**config.mk**
```make
export PLATFORM = sky130hd
export DESIGN_NAME = drum_step_sequencer_core
export DESIGN_NICKNAME = d
export VERILOG_FILES = /design/src/design/dss_pkg.sv /design/src/design/dss_queue.sv /design/src/design/dss_front.sv /design/src/design/dss_back.sv /design/src/design/drum_step_sequencer_core.sv
export SDC_FILE = /design/constraint.sdc
export NUM_CORES = 1
export LEC_CHECK = 0
export ABC_AREA = 0
export BUFFER_PORTS_ARGS = -buffer_cell sky130_fd_sc_hd__buf_4
export CAP_MARGIN = 15
export CORE_MARGIN = 2
export CORE_UTILIZATION = 39
export CTS_CLUSTER_DIAMETER = 30
export DETAILED_ROUTE_END_ITERATION = 6
export MAX_ROUTING_LAYER = met4
export PLACE_DENSITY = 0.6
export SLEW_MARGIN = 20
export SYNTH_ARGS = -nofsm -noshare
export SYNTH_HDL_FRONTEND = slang
export SYNTH_SLANG_ARGS = --single-unit
```
**constraint.sdc**
```tcl
create_clock -name clock -period 16.6 [get_ports clock]
set_input_delay 3.32 -clock clock [delete_from_list [all_inputs] [get_ports clock]]
set_output_delay 3.32 -clock clock [all_outputs]
set_load 0.01 [all_outputs]
```
**src/design/dss_pkg.sv**
```systemverilog
package dss_pkg;

   localparam int QUEUE_DEPTH = 4;
   localparam int QPTR_W = 2;
   localparam int STEP_FIELD_W = 6;
   localparam int PAD_FIELD_W = 4;
   localparam int POS_W = 32;
   localparam int LEN_W = 18;
   localparam int DIV_STEPS = 32;

   localparam logic [2:0] FUNC_TICK = 3'd0;
   localparam logic [2:0] FUNC_WRITE = 3'd1;
   localparam logic [2:0] FUNC_START = 3'd2;
   localparam logic [2:0] FUNC_STOP = 3'd3;
   localparam logic [2:0] FUNC_NOTE = 3'd4;

   localparam logic [1:0] MSG_NOTE_ON = 2'd0;
   localparam logic [1:0] MSG_NOTE_OFF = 2'd1;
   localparam logic [1:0] MSG_CC = 2'd2;

   localparam logic [2:0] CSR_SAMPLES_PER_BEAT = 3'd0;
   localparam logic [2:0] CSR_PAD_NOTE_BASE = 3'd1;
   localparam logic [2:0] CSR_LED_CC_BASE = 3'd2;
   localparam logic [2:0] CSR_OUT_CHANNEL = 3'd3;
   localparam logic [2:0] CSR_CLICK_ON = 3'd4;

   localparam logic [19:0] RST_SAMPLES_PER_BEAT = 20'd22050;
   localparam logic [6:0] RST_PAD_NOTE_BASE = 7'd36;
   localparam logic [6:0] RST_LED_CC_BASE = 7'd0;
   localparam logic [4:0] RST_OUT_CHANNEL = 5'd1;

   localparam logic [4:0] CLICK_CHANNEL = 5'd10;
   localparam logic [6:0] CLICK_NOTE = 7'd37;
   localparam logic [6:0] CLICK_VELOCITY = 7'd100;
   localparam logic [6:0] FULL_VALUE = 7'd127;
   localparam logic [4:0] CHANNEL_MIN = 5'd1;
   localparam logic [4:0] CHANNEL_MAX = 5'd16;

   typedef struct packed {
      logic [2:0] func;
      logic [15:0] elapsed_samples;
      logic [3:0] pad_sel;
      logic [3:0] step_sel;
      logic cell_active;
      logic [6:0] note_number;
      logic [6:0] note_velocity;
      logic note_is_on;
   } req_type;

   typedef struct packed {
      logic [1:0] msg_kind;
      logic [4:0] msg_channel;
      logic [6:0] msg_number;
      logic [6:0] msg_value;
      logic [3:0] step_now;
      logic last;
   } rsp_type;

   typedef struct packed {
      logic [19:0] samples_per_beat;
      logic [6:0] pad_note_base;
      logic [6:0] led_cc_base;
      logic [4:0] out_channel;
      logic click_on;
   } cfg_type;

   typedef enum logic [1:0] {
      CMD_TICK = 2'd0,
      CMD_WRITE = 2'd1,
      CMD_STOP = 2'd2,
      CMD_NOTE = 2'd3
   } cmd_kind_type;

   typedef struct packed {
      cmd_kind_type kind;
      logic [STEP_FIELD_W-1:0] step;
      logic [PAD_FIELD_W-1:0] pad;
      logic [STEP_FIELD_W-1:0] cell_step;
      logic flag;
   } cmd_type;

   typedef struct packed {
      logic valid;
      cmd_type cmd;
   } cmd_chan_type;

endpackage

```
**src/design/dss_queue.sv**
```systemverilog
module dss_queue
   import dss_pkg::*;
(
   input logic clock,
   input logic reset,
   input cmd_chan_type push,
   output logic full,
   output cmd_chan_type head,
   input logic pop
);

   cmd_type entries_ff [QUEUE_DEPTH];
   logic [QPTR_W-1:0] wr_ptr_ff, wr_ptr_in;
   logic [QPTR_W-1:0] rd_ptr_ff, rd_ptr_in;
   logic [QPTR_W:0] count_ff, count_in;
   logic do_push;
   logic do_pop;

   assign full = (count_ff == (QPTR_W+1)'(QUEUE_DEPTH));
   assign head.valid = (count_ff != '0);
   assign head.cmd = entries_ff[rd_ptr_ff];
   assign do_push = push.valid && !full;
   assign do_pop = pop && head.valid;

   always_comb begin
      wr_ptr_in = do_push ? wr_ptr_ff + 1'b1 : wr_ptr_ff;
      rd_ptr_in = do_pop ? rd_ptr_ff + 1'b1 : rd_ptr_ff;
      count_in = count_ff;
      if (do_push && !do_pop) begin
         count_in = count_ff + 1'b1;
      end else if (do_pop && !do_push) begin
         count_in = count_ff - 1'b1;
      end
   end

   always_ff @(posedge clock) begin
      if (do_push) begin
         entries_ff[wr_ptr_ff] <= push.cmd;
      end
   end

   always_ff @(posedge clock) begin
      if (reset) begin
         wr_ptr_ff <= '0;
         rd_ptr_ff <= '0;
         count_ff <= '0;
      end else begin
         wr_ptr_ff <= wr_ptr_in;
         rd_ptr_ff <= rd_ptr_in;
         count_ff <= count_in;
      end
   end

endmodule

```
**src/design/dss_front.sv**
```systemverilog
module dss_front
   import dss_pkg::*;
#(
   parameter int PADS = 16,
   parameter int STEPS = 16
) (
   input logic clock,
   input logic reset,
   input cfg_type cfg,
   input logic req_valid,
   output logic req_stall,
   input req_type req_data,
   output cmd_chan_type push,
   input logic full
);

   localparam int STEP_W = $clog2(STEPS);

   typedef enum logic [2:0] {
      F_IDLE = 3'b001,
      F_DIV = 3'b010,
      F_PUSH = 3'b100
   } front_state_type;

   front_state_type state_ff, state_in;
   logic playing_ff, playing_in;
   logic [STEP_W-1:0] step_ff, step_in;
   logic [POS_W-1:0] pos_ff, pos_in;
   cmd_type cmd_ff, cmd_in;
   logic [LEN_W-1:0] rem_ff, rem_in;
   logic [POS_W-1:0] dvd_ff, dvd_in;
   logic [4:0] cnt_ff, cnt_in;
   logic [STEP_W-1:0] adv_ff, adv_in;

   logic [LEN_W-1:0] len;
   logic [POS_W-1:0] sum;
   logic [LEN_W:0] shifted;
   logic ge;
   logic [LEN_W-1:0] rem_next;
   logic [STEP_W:0] q2;
   logic [STEP_W-1:0] adv_next;
   logic [STEP_W:0] step_sum;
   logic [STEP_W-1:0] step_next;
   logic [7:0] note_diff;
   logic note_hit;

   assign req_stall = (state_ff != F_IDLE);
   assign push.valid = (state_ff == F_PUSH);
   assign push.cmd = cmd_ff;

   always_comb begin
      len = cfg.samples_per_beat[19:2];
      sum = pos_ff + POS_W'(req_data.elapsed_samples);
      shifted = {rem_ff, dvd_ff[POS_W-1]};
      ge = (shifted >= {1'b0, len});
      rem_next = ge ? LEN_W'(shifted - {1'b0, len}) : LEN_W'(shifted);
      q2 = {adv_ff, ge};
      adv_next = (q2 >= (STEP_W+1)'(STEPS)) ? STEP_W'(q2 - (STEP_W+1)'(STEPS)) : STEP_W'(q2);
      step_sum = {1'b0, step_ff} + {1'b0, adv_next};
      step_next = (step_sum >= (STEP_W+1)'(STEPS)) ?
                  STEP_W'(step_sum - (STEP_W+1)'(STEPS)) : STEP_W'(step_sum);
      note_diff = {1'b0, req_data.note_number} - {1'b0, cfg.pad_note_base};
      note_hit = (req_data.note_number >= cfg.pad_note_base) && (32'(note_diff) < PADS);
   end

   always_comb begin
      state_in = state_ff;
      playing_in = playing_ff;
      step_in = step_ff;
      pos_in = pos_ff;
      cmd_in = cmd_ff;
      rem_in = rem_ff;
      dvd_in = dvd_ff;
      cnt_in = cnt_ff;
      adv_in = adv_ff;
      case (state_ff)
         F_IDLE: begin
            cmd_in.step = STEP_FIELD_W'(step_ff);
            cmd_in.pad = req_data.pad_sel;
            cmd_in.cell_step = STEP_FIELD_W'(req_data.step_sel);
            cmd_in.flag = req_data.cell_active;
            if (req_valid) begin
               case (req_data.func)
                  FUNC_TICK: begin
                     if (playing_ff) begin
                        cmd_in.kind = CMD_TICK;
                        if (len != '0 && sum >= POS_W'(len)) begin
                           dvd_in = sum;
                           rem_in = '0;
                           adv_in = '0;
                           cnt_in = 5'(DIV_STEPS - 1);
                           state_in = F_DIV;
                        end else begin
                           pos_in = sum;
                           state_in = F_PUSH;
                        end
                     end
                  end
                  FUNC_WRITE: begin
                     if (32'(req_data.pad_sel) < PADS && 32'(req_data.step_sel) < STEPS) begin
                        cmd_in.kind = CMD_WRITE;
                        state_in = F_PUSH;
                     end
                  end
                  FUNC_START: begin
                     if (!playing_ff) begin
                        playing_in = 1'b1;
                        step_in = '0;
                        pos_in = '0;
                     end
                  end
                  FUNC_STOP: begin
                     if (playing_ff) begin
                        playing_in = 1'b0;
                        cmd_in.kind = CMD_STOP;
                        state_in = F_PUSH;
                     end
                  end
                  FUNC_NOTE: begin
                     if (note_hit) begin
                        cmd_in.kind = CMD_NOTE;
                        cmd_in.pad = note_diff[PAD_FIELD_W-1:0];
                        cmd_in.flag = req_data.note_is_on && (req_data.note_velocity != '0);
                        state_in = F_PUSH;
                     end
                  end
                  default: begin
                  end
               endcase
            end
         end
         F_DIV: begin
            rem_in = rem_next;
            dvd_in = {dvd_ff[POS_W-2:0], 1'b0};
            adv_in = adv_next;
            cnt_in = cnt_ff - 1'b1;
            if (cnt_ff == '0) begin
               pos_in = POS_W'(rem_next);
               step_in = step_next;
               cmd_in.step = STEP_FIELD_W'(step_next);
               state_in = F_PUSH;
            end
         end
         F_PUSH: begin
            if (!full) begin
               state_in = F_IDLE;
            end
         end
         default: begin
            state_in = F_IDLE;
         end
      endcase
   end

   always_ff @(posedge clock) begin
      cmd_ff <= cmd_in;
      rem_ff <= rem_in;
      dvd_ff <= dvd_in;
      cnt_ff <= cnt_in;
      adv_ff <= adv_in;
   end

   always_ff @(posedge clock) begin
      if (reset) begin
         state_ff <= F_IDLE;
         playing_ff <= 1'b0;
         step_ff <= '0;
         pos_ff <= '0;
      end else begin
         state_ff <= state_in;
         playing_ff <= playing_in;
         step_ff <= step_in;
         pos_ff <= pos_in;
      end
   end

endmodule

```
**src/design/dss_back.sv**
```systemverilog
module dss_back
   import dss_pkg::*;
#(
   parameter int PADS = 16,
   parameter int STEPS = 16
) (
   input logic clock,
   input logic reset,
   input cfg_type cfg,
   input cmd_chan_type head,
   output logic pop,
   output logic rsp_valid,
   input logic rsp_stall,
   output rsp_type rsp_data
);

   localparam int STEP_W = $clog2(STEPS);
   localparam int PAD_W = (PADS > 1) ? $clog2(PADS) : 1;

   typedef enum logic [4:0] {
      B_IDLE = 5'b00001,
      B_PAD = 5'b00010,
      B_CLICK_ON = 5'b00100,
      B_CLICK_OFF = 5'b01000,
      B_STOP = 5'b10000
   } back_state_type;

   back_state_type state_ff, state_in;
   logic [PAD_W-1:0] pad_ff, pad_in;
   logic phase_ff, phase_in;
   logic [3:0] cur_step_ff, cur_step_in;
   logic click_step_ff, click_step_in;
   logic rsp_valid_ff, rsp_valid_in;
   rsp_type rsp_data_ff;

   logic [PADS-1:0] pattern_ff [STEPS];
   logic [STEPS-1:0] row_valid_ff;
   logic [PADS-1:0] rd_row_ff;
   logic rd_ok_ff;

   logic fire;
   logic emit;
   rsp_type msg;
   logic rd_en;
   logic wr_en;
   logic [STEP_W-1:0] rd_step;
   logic [STEP_W-1:0] wr_step;
   logic [PAD_W-1:0] wr_pad;
   logic [PADS-1:0] row;
   logic hit;
   logic pad_last;
   logic click_due;
   logic [4:0] chan;

   assign rsp_valid = rsp_valid_ff;
   assign rsp_data = rsp_data_ff;
   assign fire = !rsp_valid_ff || !rsp_stall;

   always_comb begin
      rd_step = head.cmd.step[STEP_W-1:0];
      wr_step = head.cmd.cell_step[STEP_W-1:0];
      wr_pad = head.cmd.pad[PAD_W-1:0];
      row = rd_ok_ff ? rd_row_ff : '0;
      hit = row[pad_ff];
      pad_last = (pad_ff == PAD_W'(PADS - 1));
      click_due = cfg.click_on && click_step_ff;
      if (cfg.out_channel < CHANNEL_MIN) begin
         chan = CHANNEL_MIN;
      end else if (cfg.out_channel > CHANNEL_MAX) begin
         chan = CHANNEL_MAX;
      end else begin
         chan = cfg.out_channel;
      end
   end

   always_comb begin
      state_in = state_ff;
      pad_in = pad_ff;
      phase_in = phase_ff;
      cur_step_in = cur_step_ff;
      click_step_in = click_step_ff;
      pop = 1'b0;
      emit = 1'b0;
      rd_en = 1'b0;
      wr_en = 1'b0;
      msg.msg_kind = MSG_CC;
      msg.msg_channel = chan;
      msg.msg_number = cfg.led_cc_base + 7'(pad_ff);
      msg.msg_value = '0;
      msg.step_now = cur_step_ff;
      msg.last = 1'b0;
      case (state_ff)
         B_IDLE: begin
            pad_in = '0;
            phase_in = 1'b0;
            cur_step_in = head.cmd.step[3:0];
            click_step_in = (head.cmd.step[1:0] == 2'b00);
            if (head.valid) begin
               case (head.cmd.kind)
                  CMD_TICK: begin
                     pop = 1'b1;
                     rd_en = 1'b1;
                     state_in = B_PAD;
                  end
                  CMD_WRITE: begin
                     pop = 1'b1;
                     wr_en = 1'b1;
                  end
                  CMD_STOP: begin
                     pop = 1'b1;
                     state_in = B_STOP;
                  end
                  CMD_NOTE: begin
                     if (fire) begin
                        pop = 1'b1;
                        emit = 1'b1;
                        msg.msg_number = cfg.led_cc_base + 7'(head.cmd.pad);
                        msg.msg_value = head.cmd.flag ? FULL_VALUE : '0;
                        msg.step_now = head.cmd.step[3:0];
                        msg.last = 1'b1;
                     end
                  end
                  default: begin
                  end
               endcase
            end
         end
         B_PAD: begin
            if (fire) begin
               emit = 1'b1;
               if (hit && !phase_ff) begin
                  msg.msg_kind = MSG_NOTE_ON;
                  msg.msg_number = cfg.pad_note_base + 7'(pad_ff);
                  msg.msg_value = FULL_VALUE;
                  phase_in = 1'b1;
               end else begin
                  msg.msg_value = hit ? FULL_VALUE : '0;
                  phase_in = 1'b0;
                  pad_in = pad_ff + 1'b1;
                  if (pad_last) begin
                     msg.last = !click_due;
                     state_in = click_due ? B_CLICK_ON : B_IDLE;
                  end
               end
            end
         end
         B_CLICK_ON: begin
            if (fire) begin
               emit = 1'b1;
               msg.msg_kind = MSG_NOTE_ON;
               msg.msg_channel = CLICK_CHANNEL;
               msg.msg_number = CLICK_NOTE;
               msg.msg_value = CLICK_VELOCITY;
               state_in = B_CLICK_OFF;
            end
         end
         B_CLICK_OFF: begin
            if (fire) begin
               emit = 1'b1;
               msg.msg_kind = MSG_NOTE_OFF;
               msg.msg_channel = CLICK_CHANNEL;
               msg.msg_number = CLICK_NOTE;
               msg.last = 1'b1;
               state_in = B_IDLE;
            end
         end
         B_STOP: begin
            if (fire) begin
               emit = 1'b1;
               if (!phase_ff) begin
                  msg.msg_kind = MSG_NOTE_OFF;
                  msg.msg_number = cfg.pad_note_base + 7'(pad_ff);
                  phase_in = 1'b1;
               end else begin
                  phase_in = 1'b0;
                  pad_in = pad_ff + 1'b1;
                  if (pad_last) begin
                     msg.last = 1'b1;
                     state_in = B_IDLE;
                  end
               end
            end
         end
         default: begin
            state_in = B_IDLE;
         end
      endcase
      rsp_valid_in = emit || (rsp_valid_ff && rsp_stall);
   end

   // A row that was never written reads as all clear; its first write sets the whole row, clearing every other pad.
   always_ff @(posedge clock) begin
      if (wr_en) begin
         if (row_valid_ff[wr_step]) begin
            pattern_ff[wr_step][wr_pad] <= head.cmd.flag;
         end else begin
            pattern_ff[wr_step] <= PADS'(head.cmd.flag) << wr_pad;
         end
      end
      if (rd_en) begin
         rd_row_ff <= pattern_ff[rd_step];
         rd_ok_ff <= row_valid_ff[rd_step];
      end
   end

   always_ff @(posedge clock) begin
      pad_ff <= pad_in;
      phase_ff <= phase_in;
      cur_step_ff <= cur_step_in;
      click_step_ff <= click_step_in;
      if (emit) begin
         rsp_data_ff <= msg;
      end
   end

   always_ff @(posedge clock) begin
      if (reset) begin
         state_ff <= B_IDLE;
         rsp_valid_ff <= 1'b0;
         row_valid_ff <= '0;
      end else begin
         state_ff <= state_in;
         rsp_valid_ff <= rsp_valid_in;
         if (wr_en) begin
            row_valid_ff[wr_step] <= 1'b1;
         end
      end
   end

endmodule

```
**src/design/drum_step_sequencer_core.sv**
```systemverilog
// A tick that moves the step passes through the front as accept, remainder divider, hand-off;
// a playing tick that keeps its step, a write, a stop or a pad note skips the divider; others end at accept.
// Results are registered and follow one beat per cycle while the receiver does not stall:
// up to 34 for a tick, 32 for a stop; the front takes new items while the back still sends beats.
// Synchronous reset stops playback, zeroes step and position, marks every pattern row as
// cleared and loads the register defaults; the block takes items in the cycle after reset.
module drum_step_sequencer_core
   import dss_pkg::*;
#(
   parameter int PADS = 16,
   parameter int STEPS = 16
) (
   input logic clock,
   input logic reset,
   input logic req_valid,
   output logic req_stall,
   input req_type req_data,
   output logic rsp_valid,
   input logic rsp_stall,
   output rsp_type rsp_data,
   input logic csr_valid,
   output logic csr_ready,
   input logic [2:0] csr_index,
   input logic [19:0] csr_wdata
);

   cfg_type cfg_ff, cfg_in;
   cmd_chan_type push;
   cmd_chan_type head;
   logic full;
   logic pop;

   assign csr_ready = 1'b1;

   always_comb begin
      cfg_in = cfg_ff;
      if (csr_valid) begin
         case (csr_index)
            CSR_SAMPLES_PER_BEAT: cfg_in.samples_per_beat = csr_wdata;
            CSR_PAD_NOTE_BASE: cfg_in.pad_note_base = csr_wdata[6:0];
            CSR_LED_CC_BASE: cfg_in.led_cc_base = csr_wdata[6:0];
            CSR_OUT_CHANNEL: cfg_in.out_channel = csr_wdata[4:0];
            CSR_CLICK_ON: cfg_in.click_on = csr_wdata[0];
            default: begin
            end
         endcase
      end
   end

   always_ff @(posedge clock) begin
      if (reset) begin
         cfg_ff.samples_per_beat <= RST_SAMPLES_PER_BEAT;
         cfg_ff.pad_note_base <= RST_PAD_NOTE_BASE;
         cfg_ff.led_cc_base <= RST_LED_CC_BASE;
         cfg_ff.out_channel <= RST_OUT_CHANNEL;
         cfg_ff.click_on <= 1'b0;
      end else begin
         cfg_ff <= cfg_in;
      end
   end

   dss_front #(
      .PADS(PADS),
      .STEPS(STEPS)
   ) u_front (
      .clock(clock),
      .reset(reset),
      .cfg(cfg_ff),
      .req_valid(req_valid),
      .req_stall(req_stall),
      .req_data(req_data),
      .push(push),
      .full(full)
   );

   dss_queue u_queue (
      .clock(clock),
      .reset(reset),
      .push(push),
      .full(full),
      .head(head),
      .pop(pop)
   );

   dss_back #(
      .PADS(PADS),
      .STEPS(STEPS)
   ) u_back (
      .clock(clock),
      .reset(reset),
      .cfg(cfg_ff),
      .head(head),
      .pop(pop),
      .rsp_valid(rsp_valid),
      .rsp_stall(rsp_stall),
      .rsp_data(rsp_data)
   );

endmodule

```
==> metrics <==
share of layout cells above drive strength 1 0.194; Worst path max stage delay 0.86 ns; mux cell area share after synthesis 0.106; Distinct cells, synth 75; Worst-Margin Slew 1.20 ns; largest family of logic cells by synthesized area simple AND/OR/NAND/NOR gates; Worst Setup SP req_data[28]; routability congestion estimate 0.876; CTS tree yes; final net count 2499; total grt overflow 0; relative slew slack 0.195; Clock Tree Root clkbuf_16; Detail Placement HPWL 43700 µm; RSZ-0062 raised after global routing false; Post-Synth Simple-Gate Area 0.135; Async SR Flop Fraction 0; fillers 5916; # clock sinks 546; first-pass GRT wire length 103000 µm; die width 264 µm; IO Pins 100; DIE AREA 0.0698 mm²; Port Buf Inserts 98; CTS buffer count 109; EDFF count, synth 437; Critical Path Fanout Max 25; pin count of the biggest net entering global routing 108; Die Y 264 µm; PD cells 152 mW/mm²; syn nets 2380; LEAKAGE 12.1 nW; XOR/XNOR share of the synthesized area 0.0258; # setup viols final 0; H-tree Lvls 3; compound-gate portion of the synthesized area 0.0786; Tmin final 8.16 ns; site row count 95; Most used DFF post-synth edfxtp_1; DRC 0; Placeable Area 0.0672 mm²; worst path bufs/invs 2; Worst Setup EP u_front.pos_ff[27]; setup bufs post-CTS 0; max cap viols 0; stages on the worst setup path 20; total track usage 0.196; total negative slack 0 ns; clock buffer depth 3; fin crit share 0.492; Vias/cell 5.47; max frequency 123 MHz; Crit path top cell by count a21oi_1; CP Launch Type input port; # resized after CTS 0; critical path, cell by cell buf_4 > ha_1 > and2_4 > a221oi_2 > nand2_1 > a31oi_1 > o21ai_0 > xor2_1 > ha_1 > a21o_1 > a21o_1 > a21oi_1 > o311ai_0 > a21oi_1 > o22ai_1 > nor4_4 > nor2_2 > buf_4 > or3_1 > a21oi_1; Setup crit end kind flop; register area share after synthesis 0.580; Post-Synthesis Cells 2220; area grow syn2layout 21.4%; Final Max Tran Viols 0; Top delay family on crit path compound AO/OA/AOI/OAI gates; Initial DRC Count 1458; Placed Cells 3101; status finished, final reports clean; Initial DRT Pass Iterations 6; hold_ws 0.457 ns; Worst Hold Class flop to flop; adder-cell share of the synthesized area 0.0444; vias in the first global route 18030; critical path class input port to flop; number of antenna violations at the first check in global routing 1; Avg WL per Cell 20.3 µm; Clock Skews 0.0674 ns; Avg Cell Area, Syn 11.9 µm²; FF-to-FF path depth 19; Arr. time, crit path 8.68 ns; Clock transition at path regs 0.05 ns; Clock Latency Late Sink 0.66 ns; reg2reg end u_front.pos_ff[27]; via count 18081; cts hold-fix bufs 0; r2r startpoint u_front.pos_ff[4]; starting density of the core 0.393; CP required 17.12 ns; Peak VDD IR 0.0000902 V; final hold violation count 0; Syn. warnings 0; Finished Layout Cells 3307; Post-Syn Area 0.0264 mm²; n_diodes 0; Yosys reg bits 546; Slowest-stage cell, CP nor4_4; final WL 67200 µm; R2R setup slack 10.92 ns; Detail Route Antenna Nets 0
## state kept, by name, indices dropped and copies added, names as in the netlist, 3 cells and up, named ones only
name and flops:
u_back.pad_ff 4, u_front.pos_ff 32, cfg_ff 38, u_back.row_valid_ff 16
u_front.cnt_ff 5, u_front.push 15, u_queue.count_ff 3, u_front.rem_ff 18
u_back.rsp_data 21, u_front.step_ff 4, u_back.pattern_ff 256, u_back.cur_step_ff 4
u_back.state_ff 5, u_queue.entries_ff 60, u_back.rd_row_ff 16, u_front.dvd_ff 32
u_front.state_ff 3, u_front.adv_ff 3
## how the worst min path moves through the flow
| stage | startpoint | end | slack, ns | cells after the start |
|---|---|---|---|---|
| after floorplan | u_back.row_valid_ff[14] | u_back.row_valid_ff[14] | 0.43 | 2 |
| after global placement | u_back.row_valid_ff[7] | u_back.row_valid_ff[7] | 0.44 | 2 |
| after detailed placement | u_back.row_valid_ff[3] | u_back.row_valid_ff[3] | 0.45 | 2 |
| after CTS | u_back.row_valid_ff[3] | u_back.row_valid_ff[3] | 0.46 | 2 |
| after global routing | u_back.row_valid_ff[0] | u_back.row_valid_ff[0] | 0.47 | 2 |
| final | u_back.row_valid_ff[3] | u_back.row_valid_ff[3] | 0.46 | 2 |
## where the power goes
part           switching, mW  total (mW)  leakage [nW]  internal, mW
Clock                  0.764        2.33          1.92          1.56
Sequential            0.0560        1.72          4.88          1.66
Combinational          0.493       0.827          5.32         0.334
## cell usage in the layout (no fill, tap or decap), types with 12 or more instances in the layout
master	n
a211oi_1	25
a21o_1	26
a21oi_1	113
a21oi_2	17
and2_1	19
buf_4	129
bufinv_16	18
clkbuf_16	115
clkinv_2	15
clkinvlp_4	12
dfxtp_1	109
edfxtp_1	437
ha_1	81
inv_1	82
mux2i_1	32
mux4_2	108
nand2_1	212
nand2b_1	14
nand3_1	31
nand4_1	14
nor2_1	398
nor2b_1	21
nor3_1	50
o21ai_0	72
or3_1	18
xnor2_1	48
xor2_1	26
## kinds of logic after synthesis
group	count (synthesis)
simple gates	822
buf+inv	204
fa+ha+maj	89
other cells	1
compound gates	339
xor+xnor	76
mux	143
flops	546
## per-stage QoR
step / utilization / cell area (µm²) / worst slack [ns] / total power [mW]
4_1_cts: 0.477 / 32000 / 8.55 / 4.90
5_1_grt: 0.477 / 32100 / 8.08 / 5.05
2_1_floorplan: - / 26400 / 7.19 / 2.27
3_5_place_dp: 0.417 / 28000 / 7.95 / 2.57
3_3_place_gp: 0.417 / 28000 / 8.08 / 2.54
6_report: 0.477 / 32100 / 8.44 / 4.87
## layout make-up
cell class                 instances  area [µm²]  area share
sequential                       546       15300       0.477
tap                              873        1090      0.0341
timing repair buffer             130         980      0.0306
multi-input combinational       1470       10400       0.324
inverter                          82         308     0.00960
clock inverter                    81        1040      0.0326
clock buffer                     125        2950      0.0918
## tightest hold or removal path, delay by kind of cell (launching register included)
family                 cells  cell delay (ns)
buffers and inverters      1             0.05
flip-flops                 1             0.31
AO/OA/AOI/OAI              1             0.05
## cells in the mapped netlist, types with 18 or more instances
cell type / n / area (µm²)
o21ai_0: 74 / 370
edfxtp_1: 437 / 13100
nor2b_1: 21 / 131
mux4_2: 109 / 2450
a21oi_1: 130 / 651
nand2_1: 213 / 800
dfxtp_1: 109 / 2180
and2_1: 19 / 119
mux2i_1: 32 / 320
inv_1: 82 / 308
nand3_1: 31 / 155
clkbuf_1: 93 / 349
xnor2_1: 48 / 420
ha_1: 81 / 1010
a21o_1: 26 / 195
or3_1: 18 / 113
nor3_1: 51 / 255
a211oi_1: 25 / 188
nor2_1: 398 / 1490
xor2_1: 26 / 228
## metal layers
metal / up-vias / track usage / part of all wire
met3: 130 / 0.0386 / 0.068
met1: 8972 / 0.242 / 0.41
met5: - / - / 0
met4: 0 / 0.0634 / 0.025
met2: 601 / 0.324 / 0.49
li1: 8378 / - / -
No activity file was read; power rests on OpenSTA's default activity.
